==> config.mk <==
export PLATFORM = sky130hd
export DESIGN_NAME = valid_cross_correlation_core
export DESIGN_NICKNAME = d
export VERILOG_FILES = /design/src/rtl/vcc_pkg.sv /design/src/rtl/vcc_ctrl.sv /design/src/rtl/vcc_datapath.sv /design/src/rtl/valid_cross_correlation_core.sv
export SDC_FILE = /design/constraint.sdc
export NUM_CORES = 2
export LEC_CHECK = 0
export BUFFER_PORTS_ARGS = -buffer_cell sky130_fd_sc_hd__buf_2
export CAP_MARGIN = 20
export CELL_PAD_IN_SITES_DETAIL_PLACEMENT = 2
export CELL_PAD_IN_SITES_GLOBAL_PLACEMENT = 2
export CORE_MARGIN = 2
export CORE_UTILIZATION = 50
export DETAILED_ROUTE_END_ITERATION = 7
export GPL_TIMING_DRIVEN = 1
export PLACE_DENSITY = 0.78
export SLEW_MARGIN = 15
export SYNTH_ARGS = -nofsm -noshare
export SYNTH_HDL_FRONTEND = slang
export SYNTH_SLANG_ARGS = --single-unit
==> constraint.sdc <==
create_clock -name i_clk -period 8.69 [get_ports i_clk]
set_input_delay 1.738 -clock i_clk [delete_from_list [all_inputs] [get_ports i_clk]]
set_output_delay 1.738 -clock i_clk [all_outputs]
set_load 0.02 [all_outputs]
==> src/rtl/vcc_pkg.sv <==
// ----------------------------------------------------------------------------
// Valid-mode cross-correlation package
// Shared widths, transfer payload types, controller states and the
// command and status groups between the controller and the datapath.
// ----------------------------------------------------------------------------
package vcc_pkg;

    // Fixed field widths of the payload.
    localparam int SAMPLE_BITS        = 16;
    localparam int VALUE_BITS         = 38;
    localparam int PROD_BITS          = 2 * SAMPLE_BITS;
    localparam int TEMPLATE_DEPTH_DEF = 64;

    // Sample kinds carried in the mode field.
    localparam logic MODE_TEMPLATE = 1'b0;
    localparam logic MODE_SIGNAL   = 1'b1;

    // Input transfer payload.
    typedef struct packed {
        logic                          mode;
        logic signed [SAMPLE_BITS-1:0] sample;
        logic                          last;
    } t_in_item;

    // Result transfer payload.
    typedef struct packed {
        logic signed [VALUE_BITS-1:0] value;
        logic                         final_res;
        logic                         none;
        logic                         overflow;
    } t_out_item;

    // Controller states.
    typedef enum logic [1:0] {
        ST_IDLE,
        ST_RUN,
        ST_DRAIN
    } t_state;

    // Commands from the controller to the datapath.
    typedef struct packed {
        logic tmpl_we;
        logic hist_we;
        logic issue;
        logic acc_clear;
        logic load;
        logic res_final;
        logic res_none;
        logic res_ovf;
    } t_dp_cmd;

    // Status from the datapath to the controller.
    typedef struct packed {
        logic busy;
        logic out_free;
    } t_dp_sts;

endpackage

==> src/rtl/vcc_ctrl.sv <==
// ----------------------------------------------------------------------------
// Valid-mode cross-correlation controller
// Tracks template length, window fill and phase, steps the multiply-
// accumulate sequence one tap per cycle and hands results to the datapath.
// ----------------------------------------------------------------------------
module vcc_ctrl #(
    parameter int TEMPLATE_DEPTH = vcc_pkg::TEMPLATE_DEPTH_DEF,
    localparam int AW = (TEMPLATE_DEPTH > 1) ? $clog2(TEMPLATE_DEPTH) : 1,
    localparam int LW = $clog2(TEMPLATE_DEPTH + 1)
) (
    input  logic              i_clk,
    input  logic              i_rst_n,
    input  logic              i_in_valid,
    output logic              o_in_ready,
    input  vcc_pkg::t_in_item i_in_item,
    output vcc_pkg::t_dp_cmd  o_cmd,
    input  vcc_pkg::t_dp_sts  i_sts,
    output logic [AW-1:0]     o_tmpl_waddr,
    output logic [AW-1:0]     o_hist_waddr,
    output logic [AW-1:0]     o_rd_taddr,
    output logic [AW-1:0]     o_rd_haddr
);

    localparam int CW = LW + 1;

    vcc_pkg::t_state r_state, n_state;
    logic [LW-1:0]   r_len, n_len;
    logic [LW-1:0]   r_count, n_count;
    logic            r_drop, n_drop;
    logic            r_phase, n_phase;
    logic [AW-1:0]   r_wp, n_wp;
    logic [AW-1:0]   r_k, n_k;
    logic [AW-1:0]   r_haddr, n_haddr;
    logic            r_final, n_final;
    logic            r_none, n_none;
    logic            r_ovf, n_ovf;

    logic            accept;
    logic [AW-1:0]   wp_inc;
    logic [AW-1:0]   h_inc;
    logic [LW-1:0]   eff_len;
    logic [LW-1:0]   cnt_inc;
    logic [CW-1:0]   st_sum;
    logic [CW-1:0]   st_addr;

    // State and bookkeeping registers.
    always_ff @(posedge i_clk) begin
        if (!i_rst_n) begin
            r_state <= vcc_pkg::ST_IDLE;
            r_len   <= '0;
            r_count <= '0;
            r_drop  <= 1'b0;
            r_phase <= 1'b0;
            r_wp    <= '0;
            r_k     <= '0;
            r_haddr <= '0;
            r_final <= 1'b0;
            r_none  <= 1'b0;
            r_ovf   <= 1'b0;
        end else begin
            r_state <= n_state;
            r_len   <= n_len;
            r_count <= n_count;
            r_drop  <= n_drop;
            r_phase <= n_phase;
            r_wp    <= n_wp;
            r_k     <= n_k;
            r_haddr <= n_haddr;
            r_final <= n_final;
            r_none  <= n_none;
            r_ovf   <= n_ovf;
        end
    end

    // Helper arithmetic: circular pointer steps and window start address.
    assign accept  = i_in_valid && (r_state == vcc_pkg::ST_IDLE);
    assign wp_inc  = (r_wp == AW'(TEMPLATE_DEPTH - 1)) ? '0 : r_wp + AW'(1);
    assign h_inc   = (r_haddr == AW'(TEMPLATE_DEPTH - 1)) ? '0 : r_haddr + AW'(1);
    assign eff_len = r_phase ? '0 : r_len;
    assign cnt_inc = (r_count < r_len) ? r_count + LW'(1) : r_count;

    // The oldest sample of the window sits length-1 places behind the newest.
    assign st_sum  = CW'(wp_inc) + CW'(TEMPLATE_DEPTH) + CW'(1) - CW'(r_len);
    assign st_addr = (st_sum >= CW'(TEMPLATE_DEPTH)) ? st_sum - CW'(TEMPLATE_DEPTH) : st_sum;

    // Next state and datapath commands.
    always_comb begin
        n_state = r_state;
        n_len   = r_len;
        n_count = r_count;
        n_drop  = r_drop;
        n_phase = r_phase;
        n_wp    = r_wp;
        n_k     = r_k;
        n_haddr = r_haddr;
        n_final = r_final;
        n_none  = r_none;
        n_ovf   = r_ovf;

        o_cmd           = '0;
        o_cmd.res_final = r_final;
        o_cmd.res_none  = r_none;
        o_cmd.res_ovf   = r_ovf;

        unique case (r_state)
            vcc_pkg::ST_IDLE: begin
                if (accept) begin
                    if (i_in_item.mode == vcc_pkg::MODE_TEMPLATE) begin
                        // A template sample after a signal starts a new template.
                        if (r_phase) begin
                            n_phase = 1'b0;
                            n_drop  = 1'b0;
                            n_count = '0;
                        end
                        if (eff_len < LW'(TEMPLATE_DEPTH)) begin
                            o_cmd.tmpl_we = 1'b1;
                            n_len         = eff_len + LW'(1);
                        end else begin
                            n_len  = eff_len;
                            n_drop = 1'b1;
                        end
                        if (i_in_item.last) begin
                            n_phase = 1'b1;
                        end
                    end else begin
                        // Signal sample: push into the history and check the window.
                        n_phase       = 1'b1;
                        o_cmd.hist_we = 1'b1;
                        n_wp          = wp_inc;
                        n_count       = cnt_inc;
                        n_ovf         = r_drop;
                        n_final       = i_in_item.last;
                        if (cnt_inc >= r_len) begin
                            n_none          = 1'b0;
                            o_cmd.acc_clear = 1'b1;
                            n_k             = '0;
                            n_haddr         = st_addr[AW-1:0];
                            n_state         = (r_len == '0) ? vcc_pkg::ST_DRAIN
                                                            : vcc_pkg::ST_RUN;
                            if (i_in_item.last) begin
                                n_count = '0;
                            end
                        end else if (i_in_item.last) begin
                            n_none  = 1'b1;
                            n_count = '0;
                            n_state = vcc_pkg::ST_DRAIN;
                        end
                    end
                end
            end
            vcc_pkg::ST_RUN: begin
                // One tap per cycle, template from index 0, history oldest first.
                o_cmd.issue = 1'b1;
                n_k         = r_k + AW'(1);
                n_haddr     = h_inc;
                if (LW'(r_k) == r_len - LW'(1)) begin
                    n_state = vcc_pkg::ST_DRAIN;
                end
            end
            vcc_pkg::ST_DRAIN: begin
                // Wait for the pipeline to empty and the output register to free.
                if (!i_sts.busy && i_sts.out_free) begin
                    o_cmd.load = 1'b1;
                    n_state    = vcc_pkg::ST_IDLE;
                end
            end
            default: begin
                n_state = vcc_pkg::ST_IDLE;
            end
        endcase
    end

    assign o_in_ready   = (r_state == vcc_pkg::ST_IDLE);
    assign o_tmpl_waddr = eff_len[AW-1:0];
    assign o_hist_waddr = wp_inc;
    assign o_rd_taddr   = r_k;
    assign o_rd_haddr   = r_haddr;

    // The window fill count never exceeds the template length.
    a_count_le_len: assert property (@(posedge i_clk) disable iff (!i_rst_n)
        r_count <= r_len)
        else $error("window count exceeds template length");

    // The template length never exceeds the store depth.
    a_len_le_depth: assert property (@(posedge i_clk) disable iff (!i_rst_n)
        r_len <= LW'(TEMPLATE_DEPTH))
        else $error("template length exceeds depth");

    // Tap index stays inside the template while the sequence runs.
    a_tap_in_range: assert property (@(posedge i_clk) disable iff (!i_rst_n)
        (r_state == vcc_pkg::ST_RUN) |-> (LW'(r_k) < r_len))
        else $error("tap index beyond template length");

endmodule

==> src/rtl/vcc_datapath.sv <==
// ----------------------------------------------------------------------------
// Valid-mode cross-correlation datapath
// Template and signal history memories, a registered multiplier, the
// accumulator and the result output register.
// ----------------------------------------------------------------------------
module vcc_datapath #(
    parameter int TEMPLATE_DEPTH = vcc_pkg::TEMPLATE_DEPTH_DEF,
    localparam int AW = (TEMPLATE_DEPTH > 1) ? $clog2(TEMPLATE_DEPTH) : 1
) (
    input  logic                                   i_clk,
    input  logic                                   i_rst_n,
    input  vcc_pkg::t_dp_cmd                       i_cmd,
    output vcc_pkg::t_dp_sts                       o_sts,
    input  logic signed [vcc_pkg::SAMPLE_BITS-1:0] i_wdata,
    input  logic [AW-1:0]                          i_tmpl_waddr,
    input  logic [AW-1:0]                          i_hist_waddr,
    input  logic [AW-1:0]                          i_rd_taddr,
    input  logic [AW-1:0]                          i_rd_haddr,
    output logic                                   o_out_valid,
    input  logic                                   i_out_ready,
    output vcc_pkg::t_out_item                     o_out_item
);

    logic signed [vcc_pkg::SAMPLE_BITS-1:0] tmpl_mem [TEMPLATE_DEPTH];
    logic signed [vcc_pkg::SAMPLE_BITS-1:0] hist_mem [TEMPLATE_DEPTH];

    logic signed [vcc_pkg::SAMPLE_BITS-1:0] r_tq;
    logic signed [vcc_pkg::SAMPLE_BITS-1:0] r_hq;
    logic signed [vcc_pkg::PROD_BITS-1:0]   r_prod;
    logic signed [vcc_pkg::VALUE_BITS-1:0]  r_acc;
    logic                                   r_rd_v;
    logic                                   r_mul_v;
    vcc_pkg::t_out_item                     r_out;
    logic                                   r_out_valid;

    // Template memory: written while loading, read one tap per cycle.
    always_ff @(posedge i_clk) begin
        if (i_cmd.tmpl_we) begin
            tmpl_mem[i_tmpl_waddr] <= i_wdata;
        end
        r_tq <= tmpl_mem[i_rd_taddr];
    end

    // Signal history memory: a circular buffer of the latest samples.
    always_ff @(posedge i_clk) begin
        if (i_cmd.hist_we) begin
            hist_mem[i_hist_waddr] <= i_wdata;
        end
        r_hq <= hist_mem[i_rd_haddr];
    end

    // Pipeline valid flags for the read and multiply stages.
    always_ff @(posedge i_clk) begin
        if (!i_rst_n) begin
            r_rd_v  <= 1'b0;
            r_mul_v <= 1'b0;
        end else begin
            r_rd_v  <= i_cmd.issue;
            r_mul_v <= r_rd_v;
        end
    end

    // Registered product, then accumulation that wraps at the value width.
    always_ff @(posedge i_clk) begin
        r_prod <= r_tq * r_hq;
        if (i_cmd.acc_clear) begin
            r_acc <= '0;
        end else if (r_mul_v) begin
            r_acc <= r_acc + vcc_pkg::VALUE_BITS'(r_prod);
        end
    end

    // Output register: holds a result until the receiver takes the transfer.
    always_ff @(posedge i_clk) begin
        if (!i_rst_n) begin
            r_out_valid <= 1'b0;
        end else if (i_cmd.load) begin
            r_out_valid <= 1'b1;
        end else if (i_out_ready) begin
            r_out_valid <= 1'b0;
        end
    end

    always_ff @(posedge i_clk) begin
        if (i_cmd.load) begin
            r_out.value     <= i_cmd.res_none ? '0 : r_acc;
            r_out.final_res <= i_cmd.res_final;
            r_out.none      <= i_cmd.res_none;
            r_out.overflow  <= i_cmd.res_ovf;
        end
    end

    assign o_sts.busy     = r_rd_v || r_mul_v;
    assign o_sts.out_free = !r_out_valid || i_out_ready;
    assign o_out_valid    = r_out_valid;
    assign o_out_item     = r_out;

    // A product is only accumulated after a read that fed it.
    a_mul_after_read: assert property (@(posedge i_clk) disable iff (!i_rst_n)
        r_mul_v |-> $past(r_rd_v))
        else $error("multiply stage valid without a preceding read");

    // A result flagged as having no window carries a zero sum.
    a_none_is_zero: assert property (@(posedge i_clk) disable iff (!i_rst_n)
        (r_out_valid && r_out.none) |-> (r_out.value == '0))
        else $error("no-window result carries a nonzero value");

endmodule

==> src/rtl/valid_cross_correlation_core.sv <==
// ----------------------------------------------------------------------------
// Valid-mode cross-correlation core
// Loads a template, then streams signal samples and returns the exact
// integer correlation sum for every full template-length window.
// ----------------------------------------------------------------------------
// Usage:
//   Input channel (i_in_valid / o_in_ready / i_in_item) carries template
//   samples (mode 0) followed by signal samples (mode 1). The last mark ends
//   a template or a signal. A template sample after a signal starts a new
//   template; template samples beyond TEMPLATE_DEPTH are dropped and the
//   overflow flag is set on later results.
//   Output channel (o_out_valid / i_out_ready / o_out_item) carries one
//   result per signal sample that completes a window, or a single result
//   flagged none when a signal ends before a full window exists.
//   Timing: a template sample, and a signal sample that gives no result,
//   leave the core idle. A signal sample that completes a window steps the
//   single multiply-accumulate unit one tap per cycle through its read,
//   multiply and accumulate registers; the result is loaded into the output
//   register once they have emptied and that register is free, and no sample
//   is accepted until then. A result with no taps to sum (an empty template,
//   or a signal that ended early) is loaded as soon as that register is free.
//   Reset clears the template length, window count and phase; memories keep
//   their contents. A stalled receiver holds the result in the output
//   register; samples that give no result are still accepted meanwhile.
// ----------------------------------------------------------------------------
module valid_cross_correlation_core #(
    parameter int TEMPLATE_DEPTH = vcc_pkg::TEMPLATE_DEPTH_DEF
) (
    input  logic               i_clk,
    input  logic               i_rst_n,
    input  logic               i_in_valid,
    output logic               o_in_ready,
    input  vcc_pkg::t_in_item  i_in_item,
    output logic               o_out_valid,
    input  logic               i_out_ready,
    output vcc_pkg::t_out_item o_out_item
);

    localparam int AW = (TEMPLATE_DEPTH > 1) ? $clog2(TEMPLATE_DEPTH) : 1;

    vcc_pkg::t_dp_cmd cmd;
    vcc_pkg::t_dp_sts sts;
    logic [AW-1:0]    tmpl_waddr;
    logic [AW-1:0]    hist_waddr;
    logic [AW-1:0]    rd_taddr;
    logic [AW-1:0]    rd_haddr;

    // Sequencing and bookkeeping.
    vcc_ctrl #(
        .TEMPLATE_DEPTH(TEMPLATE_DEPTH)
    ) u_ctrl (
        .i_clk        (i_clk),
        .i_rst_n      (i_rst_n),
        .i_in_valid   (i_in_valid),
        .o_in_ready   (o_in_ready),
        .i_in_item    (i_in_item),
        .o_cmd        (cmd),
        .i_sts        (sts),
        .o_tmpl_waddr (tmpl_waddr),
        .o_hist_waddr (hist_waddr),
        .o_rd_taddr   (rd_taddr),
        .o_rd_haddr   (rd_haddr)
    );

    // Storage, multiply-accumulate and output register.
    vcc_datapath #(
        .TEMPLATE_DEPTH(TEMPLATE_DEPTH)
    ) u_datapath (
        .i_clk        (i_clk),
        .i_rst_n      (i_rst_n),
        .i_cmd        (cmd),
        .o_sts        (sts),
        .i_wdata      (i_in_item.sample),
        .i_tmpl_waddr (tmpl_waddr),
        .i_hist_waddr (hist_waddr),
        .i_rd_taddr   (rd_taddr),
        .i_rd_haddr   (rd_haddr),
        .o_out_valid  (o_out_valid),
        .i_out_ready  (i_out_ready),
        .o_out_item   (o_out_item)
    );

endmodule

# After elaboration in Yosys (flattened, before gate mapping)
# Memories as Yosys holds them, arrays and structs flattened. A register that Yosys moved wholly into a read port is not among the register bits.
# Cells that the tools add are included.
totals:
  reg_bits: 153
  latchBits: 0
  ram_bits: 2048
  rom_bits: 0
  in_bits: 22
  memories: 2
classes:
  add_sub_neg: 11
  mul: 1
  div: 0
  order_cmp: 4
  n_eq_ne: 12
  shift: 0
  muxes: 49
  n_bitwise: 1
  reduce_logical: 20
mem_list:
  columns: ["memory", "depth", "word_bits", "read_ports", "rd_clocked_by_memory_dff", "write_ports", "line_no", "text"]
  rows:
  - ["u_datapath.hist_mem", 64, 16, 1, 1, 1, "vcc_datapath.sv:25", "logic signed [vcc_pkg::SAMPLE_BITS-1:0] hist_mem [TEMPLATE_DEPTH];"]
  - ["u_datapath.tmpl_mem", 64, 16, 1, 1, 1, "vcc_datapath.sv:24", "logic signed [vcc_pkg::SAMPLE_BITS-1:0] tmpl_mem [TEMPLATE_DEPTH];"]
op_table:
  columns: ["operator", "count"]
  rows:
  - ["two-way mux 6 bit", 9]
  - ["two-way mux 7 bit", 6]
  - ["adder 38 x 32 -> 38 bit", 1]
  - ["multiplier 16 x 16 -> 32 bit", 1]
  - ["one-hot mux 6 bit (2 select lines)", 2]
  - ["two-way mux 1 bit", 22]
  - ["adder 6 x 1 -> 6 bit (second input constant)", 3]
  - ["two-way mux 2 bit", 9]
  - ["adder 7 x 1 -> 7 bit (second input constant)", 2]
  - ["equality test 6 bit (second input constant)", 2]
  - ["!= test 2 x 1 -> 1 bit (second input constant)", 6]
  - ["AND reduction 4 bit", 3]
  - ["AND reduction 3 bit", 3]
  - ["adder 6 x 7 -> 8 bit (second input constant)", 1]
  - ["adder 8 x 1 -> 8 bit (second input constant)", 1]
  - ["greater-or-equal comparator 8 x 7 -> 1 bit (second input constant)", 1]
  - ["nonzero test 2 bit", 4]
  - ["subtractor 8 x 7 -> 8 bit", 1]
  - ["equality test 6 x 7 -> 1 bit", 1]
  - ["greater-or-equal comparator 7 bit", 1]
  - ["zero test 7 bit", 1]
  - ["< comparator 7 bit", 1]
  - ["< comparator 7 bit (second input constant)", 1]
  - ["subtractor 7 x 1 -> 7 bit (second input constant)", 1]
  - ["12 further kinds", 15]

# Longest topological paths before layout
depth:
  ltp_word: 11
  ltp_mapped: 25
  depth_no_buf: 24

# Modules after synthesis
# Synthesis repeated with hierarchy kept, for this count alone.
hier_totals:
  hier_cells: 5114
  area_unflattened_um2: 97133.2
modules_own_cells:
  columns: ["mod", "n_inst", "cells_per_inst", "area_each_um2", "seq_area_each_um2"]
  rows:
  - ["vcc_datapath", 1, 4756, 94246.6, 64832.2]
  - ["vcc_ctrl", 1, 358, 2886.5, 780.7]

# Worst setup path after synthesis
# Ideal clock, no wire load.
synth_path:
  kind: "register to register"
  from: "reg u_datapath.r_tq[15] in the netlist's numbering, read port of u_datapath.tmpl_mem"
  to: "reg u_datapath.r_prod[31] in the netlist's numbering"
  setup_time_ns: 0.072
  t_arrival_ns: 5.978
  required_ns: 8.618
  path_slack_ns: 2.640
  path_stages_with_launch: 20
  synth_period_minus_slack_ns: 6.050
  path_cell_list: "dfxtp_1 clkbuf_1 nand2_1 inv_1 fa_1 fa_1 fa_1 fa_1 fa_1 inv_1 fa_1 inv_1 ha_1 and4_1 and3_1 a221o_1 o41ai_2 o2111ai_1 a21oi_1 xnor2_1"
synth_between:
  elab_chain_cells: 1
synth_lines:
  columns: ["item", "line_no", "text"]
  rows:
  - ["from (decl)", "vcc_datapath.sv:27", "logic signed [vcc_pkg::SAMPLE_BITS-1:0] r_tq;"]
  - ["multiplier 16 x 16 -> 32 bit", "vcc_datapath.sv:65", "r_prod <= r_tq * r_hq;"]
  - ["to (signal assigned)", "vcc_datapath.sv:65", null]
  - ["to (decl)", "vcc_datapath.sv:29", "logic signed [vcc_pkg::PROD_BITS-1:0] r_prod;"]
# Every way passes these cells.
# A chain may end at the register's enable or synchronous reset.

# Worst setup path in the final report
layout_path:
  from: "reg u_datapath.r_tq[8] in the netlist's numbering, read port of u_datapath.tmpl_mem"
  to: "reg u_datapath.r_prod[31] in the netlist's numbering"
# The elaborated chain is that of the path after synthesis.

==> flow_metrics.py <==
metrics = {
    "critical_path": {
        "cp_common_cell": "fa_1",
        "reg2reg_to": "u_datapath.r_prod[31]$_DFF_P_",
        "rr_worst_depth": 19,
        "crit_chain": "nand2_1, fa_1, fa_1, inv_1, fa_1, inv_1, fa_1, fa_1, fa_1, inv_1, ha_1, nand3_1, nor2_1, nor4_1, a211oi_1, o41ai_2, o2111ai_1, a21oi_1, xnor2_1",
        "reg2reg_slack_ns": 1.21,
        "cp_data_required_time_ns": 9.49,
        "critPathTopFamily": "adder cells",
        "critPathSlowestCell": "dfxtp_1",
        "cp-end-kind": "flip-flop",
        "worstPathArrival_ns": 8.29,
        "r2r_start": "u_datapath.r_tq[8]$_DFF_P_",
        "slowest_delay_ns": 0.97,
        "crit_buf_inv": 3,
        "crit_type": "reg2reg",
        "cp_max_fo": 16,
        "start_kind": "flip-flop",
    },
    "finish": {
        "fillCellCount": 15756,
        "post-route-util": 0.564,
        "instances_no_fill": 8038,
        "seq_area_um2": 65600,
        "area_growth_pct": 12.3,
        "final_nets": 5743,
        "drive_gt1_frac": 0.236,
        "multi_input_area_um2": 29000,
    },
    "placement": {
        "gp_congestion": 0.830,
        "placed_cells": 7598,
        "dp_hpwl_um": 201000,
        "port_buffers": 64,
        "pre_cts_ws_ns": 1.50,
    },
    "grt": {
        "overflow": 0,
        "track_usage": 0.355,
        "first_global_vias": 58159,
        "grt_max_degree": 148,
        "grt_first_pass_wirelength_um": 486000,
        "antenna_found_initial": 37,
    },
    "detailed_routing": {
        "via_per_inst": 7.01,
        "first_pass_iters": 7,
        "route.detailed.drc": 0,
        "ant_nets": 0,
        "drt-initial-drc-count": 9300,
        "vias": 56367,
        "drt-wirelength-per-cell_um": 45.9,
        "wl_um": 369000,
    },
    "floorplanning": {
        "initial_core_util": 0.503,
        "ios": 65,
        "die_x_um": 444,
        "fp.coreArea_um2": 192000,
        "rows": 161,
        "die_y_um": 444,
        "die-area_um2": 197000,
    },
    "clock_network": {
        "cts_tree": "yes",
        "clk_pin_slew_ns": 0.08,
        "clock_latency_ns": 0.90,
        "cts_buffer_depth": 3,
        "cts_setup_buffers": 0,
        "cts-root-buf": "clkbuf_16",
        "ctsHtreeMaxLevel": 4,
        "ctsHoldBuffers": 0,
        "numCtsBuffers": 226,
        "cts_resized": 0,
        "clock-sinks": 2233,
    },
    "yosys": {
        "synthXorXnorAreaFrac": 0.00815,
        "yosys.area_share.simple": 0.0371,
        "syn_avg_cell_area_um2": 19.1,
        "synth_area_um2": 96700,
        "ys_ff_latch": 2233,
        "synth_ff_type": "edfxtp_1",
        "synth-edff-count": 2089,
        "synth_nets": 5506,
        "yosys_warnings": 0,
        "synth_top_family_by_area": "multiplexers",
        "synth_mux_area_frac": 0.159,
        "synth_compound_area_frac": 0.0210,
        "syn_inst": 5073,
        "ys_seq_area_frac": 0.679,
        "yosysUniqueCellTypes": 74,
        "synth_fa_ha_area_frac": 0.0737,
        "async_flop_share": 0,
    },
    "timing": {
        "max_slew_margin": -0.0772,
        "hold_viol": 0,
        "holdWs_ns": 0.487,
        "finalCritPeriodShare": 0.861,
        "drv_slew": 4,
        "worst_slew_pin_slew_ns": 1.60,
        "final.setup.tns_ns": 0,
        "rsz0062_at_grt": "no",
        "setup_ws_ns": 1.21,
        "fin_skew_ns": 0.0723,
        "setup_viol": 0,
        "fmaxAchievable_mhz": 134,
        "period_needed_ns": 7.48,
    },
    "min_path": {
        "min_path_type": "reg2reg",
        "min-delay-start": "u_ctrl.r_ovf$_SDFFE_PN0P_",
        "worstHoldPathCells": 0,
        "whs_endpoint": "u_datapath.o_out_item[0]$_DFFE_PP_",
    },
    "power_and_ir_drop": {
        "p_leak_uw": 0.0358,
        "power_density_nw_per_um2": 416,
        "ir_drop_mv": 0.992,
    },
    "run_status": {
        "status": "finished, violations left",
        "violations": "capacitance limit, slew limit",
    },
    "job": {
        "cap_viol_max_count": 2,
    },
}
Yosys cell counts (4+ instances only):
master    instances  share of area
o31ai_1           7        0.00054
nand4_1          12        0.00078
and3_1           14        0.00091
edfxtp_1       2089           0.65
a21oi_1          85         0.0044
nand4b_1          4        0.00036
clkbuf_1        159         0.0062
fa_1            264          0.055
a41oi_1           4        0.00036
nor2_1          249         0.0097
buf_2            51         0.0026
a211oi_1         10        0.00078
or2_2             6        0.00039
mux2i_1          43         0.0045
o22ai_1           6        0.00039
xor2_1           24         0.0022
a21o_1           37         0.0029
xnor2_1          66         0.0060
o21ai_1           4        0.00021
nand3_1          40         0.0021
o21a_1            8        0.00062
dfxtp_1         144          0.030
o211ai_1          6        0.00047
nor4_1            4        0.00026
and2_1          124         0.0080
mux4_2          656           0.15
a31oi_1          17         0.0011
o21bai_1         12        0.00093
ha_1            147          0.019
mux2_2           17         0.0020
nor2b_1          45         0.0029
buf_1            21        0.00082
nand2b_1         18         0.0012
nor3_1           20         0.0010
inv_1           315          0.012
o21ai_0          62         0.0032
nand2_1         222         0.0086
cell type report:
class,count,share of cell area
diodes,4,0.0000922
clock buffers,279,0.0554
clock inverters,147,0.0156
inverters,315,0.0109
multi-input cells,2293,0.267
flip-flops and latches,2233,0.605
well taps,2526,0.0291
repair buffers,241,0.0172
where the power goes:
group	internal [µW]	leakage, µW	switching (µW)
clock network	5900	0.00374	4920
logic	9220	0.0120	12700
registers	12200	0.0200	251
total	27400	0.0358	17800
layer usage:
layer | wire [µm] | vias up | track usage
met3 | 35900 | 1087 | 0.0665
met2 | 180000 | 4756 | 0.582
li1 | - | 20304 | -
met5 | 273 | - | 0
met1 | 131000 | 30188 | 0.467
met4 | 20700 | 32 | 0.154
metrics by stage:
step / power (µW) / instance area [µm²]
after CTS: 45100 / 108000
final: 45200 / 109000
after global placement: 32900 / 101000
after floorplan: 28300 / 96700
after detailed placement: 34200 / 101000
after global routing: 48100 / 109000
state kept, by name, summed over array words and instances (netlist names), 2 cells and up:
| name | count |
|---|---|
| u_datapath.r_acc | 38 |
| u_datapath.r_hq | 16 |
| u_datapath.hist_mem | 1024 |
| u_datapath.tmpl_mem | 1024 |
| u_datapath.r_prod | 32 |
| u_datapath.o_out_item | 41 |
| u_ctrl.o_rd_taddr | 6 |
| u_ctrl.r_count | 7 |
| u_datapath.r_tq | 16 |
| u_ctrl.o_rd_haddr | 6 |
| u_ctrl.r_state | 2 |
| u_ctrl.r_len | 7 |
| u_ctrl.r_wp | 6 |
cell usage in the layout (no fill, tap or decap), types with 32 or more instances in the layout:
| cell | count |
|---|---|
| a21oi_1 | 85 |
| buf_2 | 48 |
| nor2_1 | 236 |
| clkinv_1 | 47 |
| nand2_1 | 222 |
| clkbuf_1 | 40 |
| bufinv_16 | 32 |
| o21ai_0 | 62 |
| ha_1 | 147 |
| nor2b_1 | 45 |
| nand3_1 | 40 |
| dfxtp_1 | 134 |
| mux4_2 | 656 |
| edfxtp_1 | 2089 |
| mux2i_1 | 43 |
| fa_1 | 264 |
| inv_1 | 315 |
| xnor2_1 | 66 |
| and2_1 | 124 |
| buf_4 | 174 |
| clkinv_2 | 42 |
| clkbuf_16 | 229 |
| a21o_1 | 37 |
worst max path at each step:
| stage | from | end | cells past startpoint |
|---|---|---|---|
| global placement | u_datapath.r_tq[12]$_DFF_P_ | u_datapath.r_prod[31]$_DFF_P_ | 19 |
| detailed placement | u_datapath.r_hq[1]$_DFF_P_ | u_datapath.r_prod[30]$_DFF_P_ | 20 |
| CTS | u_datapath.r_tq[8]$_DFF_P_ | u_datapath.r_prod[31]$_DFF_P_ | 19 |
| floorplan | u_datapath.r_tq[15]$_DFF_P_ | u_datapath.r_prod[31]$_DFF_P_ | 19 |
| global route | u_datapath.r_hq[4]$_DFF_P_ | u_datapath.r_prod[30]$_DFF_P_ | 20 |
| finish | u_datapath.r_tq[8]$_DFF_P_ | u_datapath.r_prod[31]$_DFF_P_ | 19 |
logic make-up after synthesis:
group,after synthesis
DFF,2233
and+or+nand+nor,769
muxes,717
buffers and inverters,547
adders and majority gates,411
AOI/OAI and AO/OA,306
xor gates and xnor gates,90
Note: power is estimated with default switching activity, not from simulation.
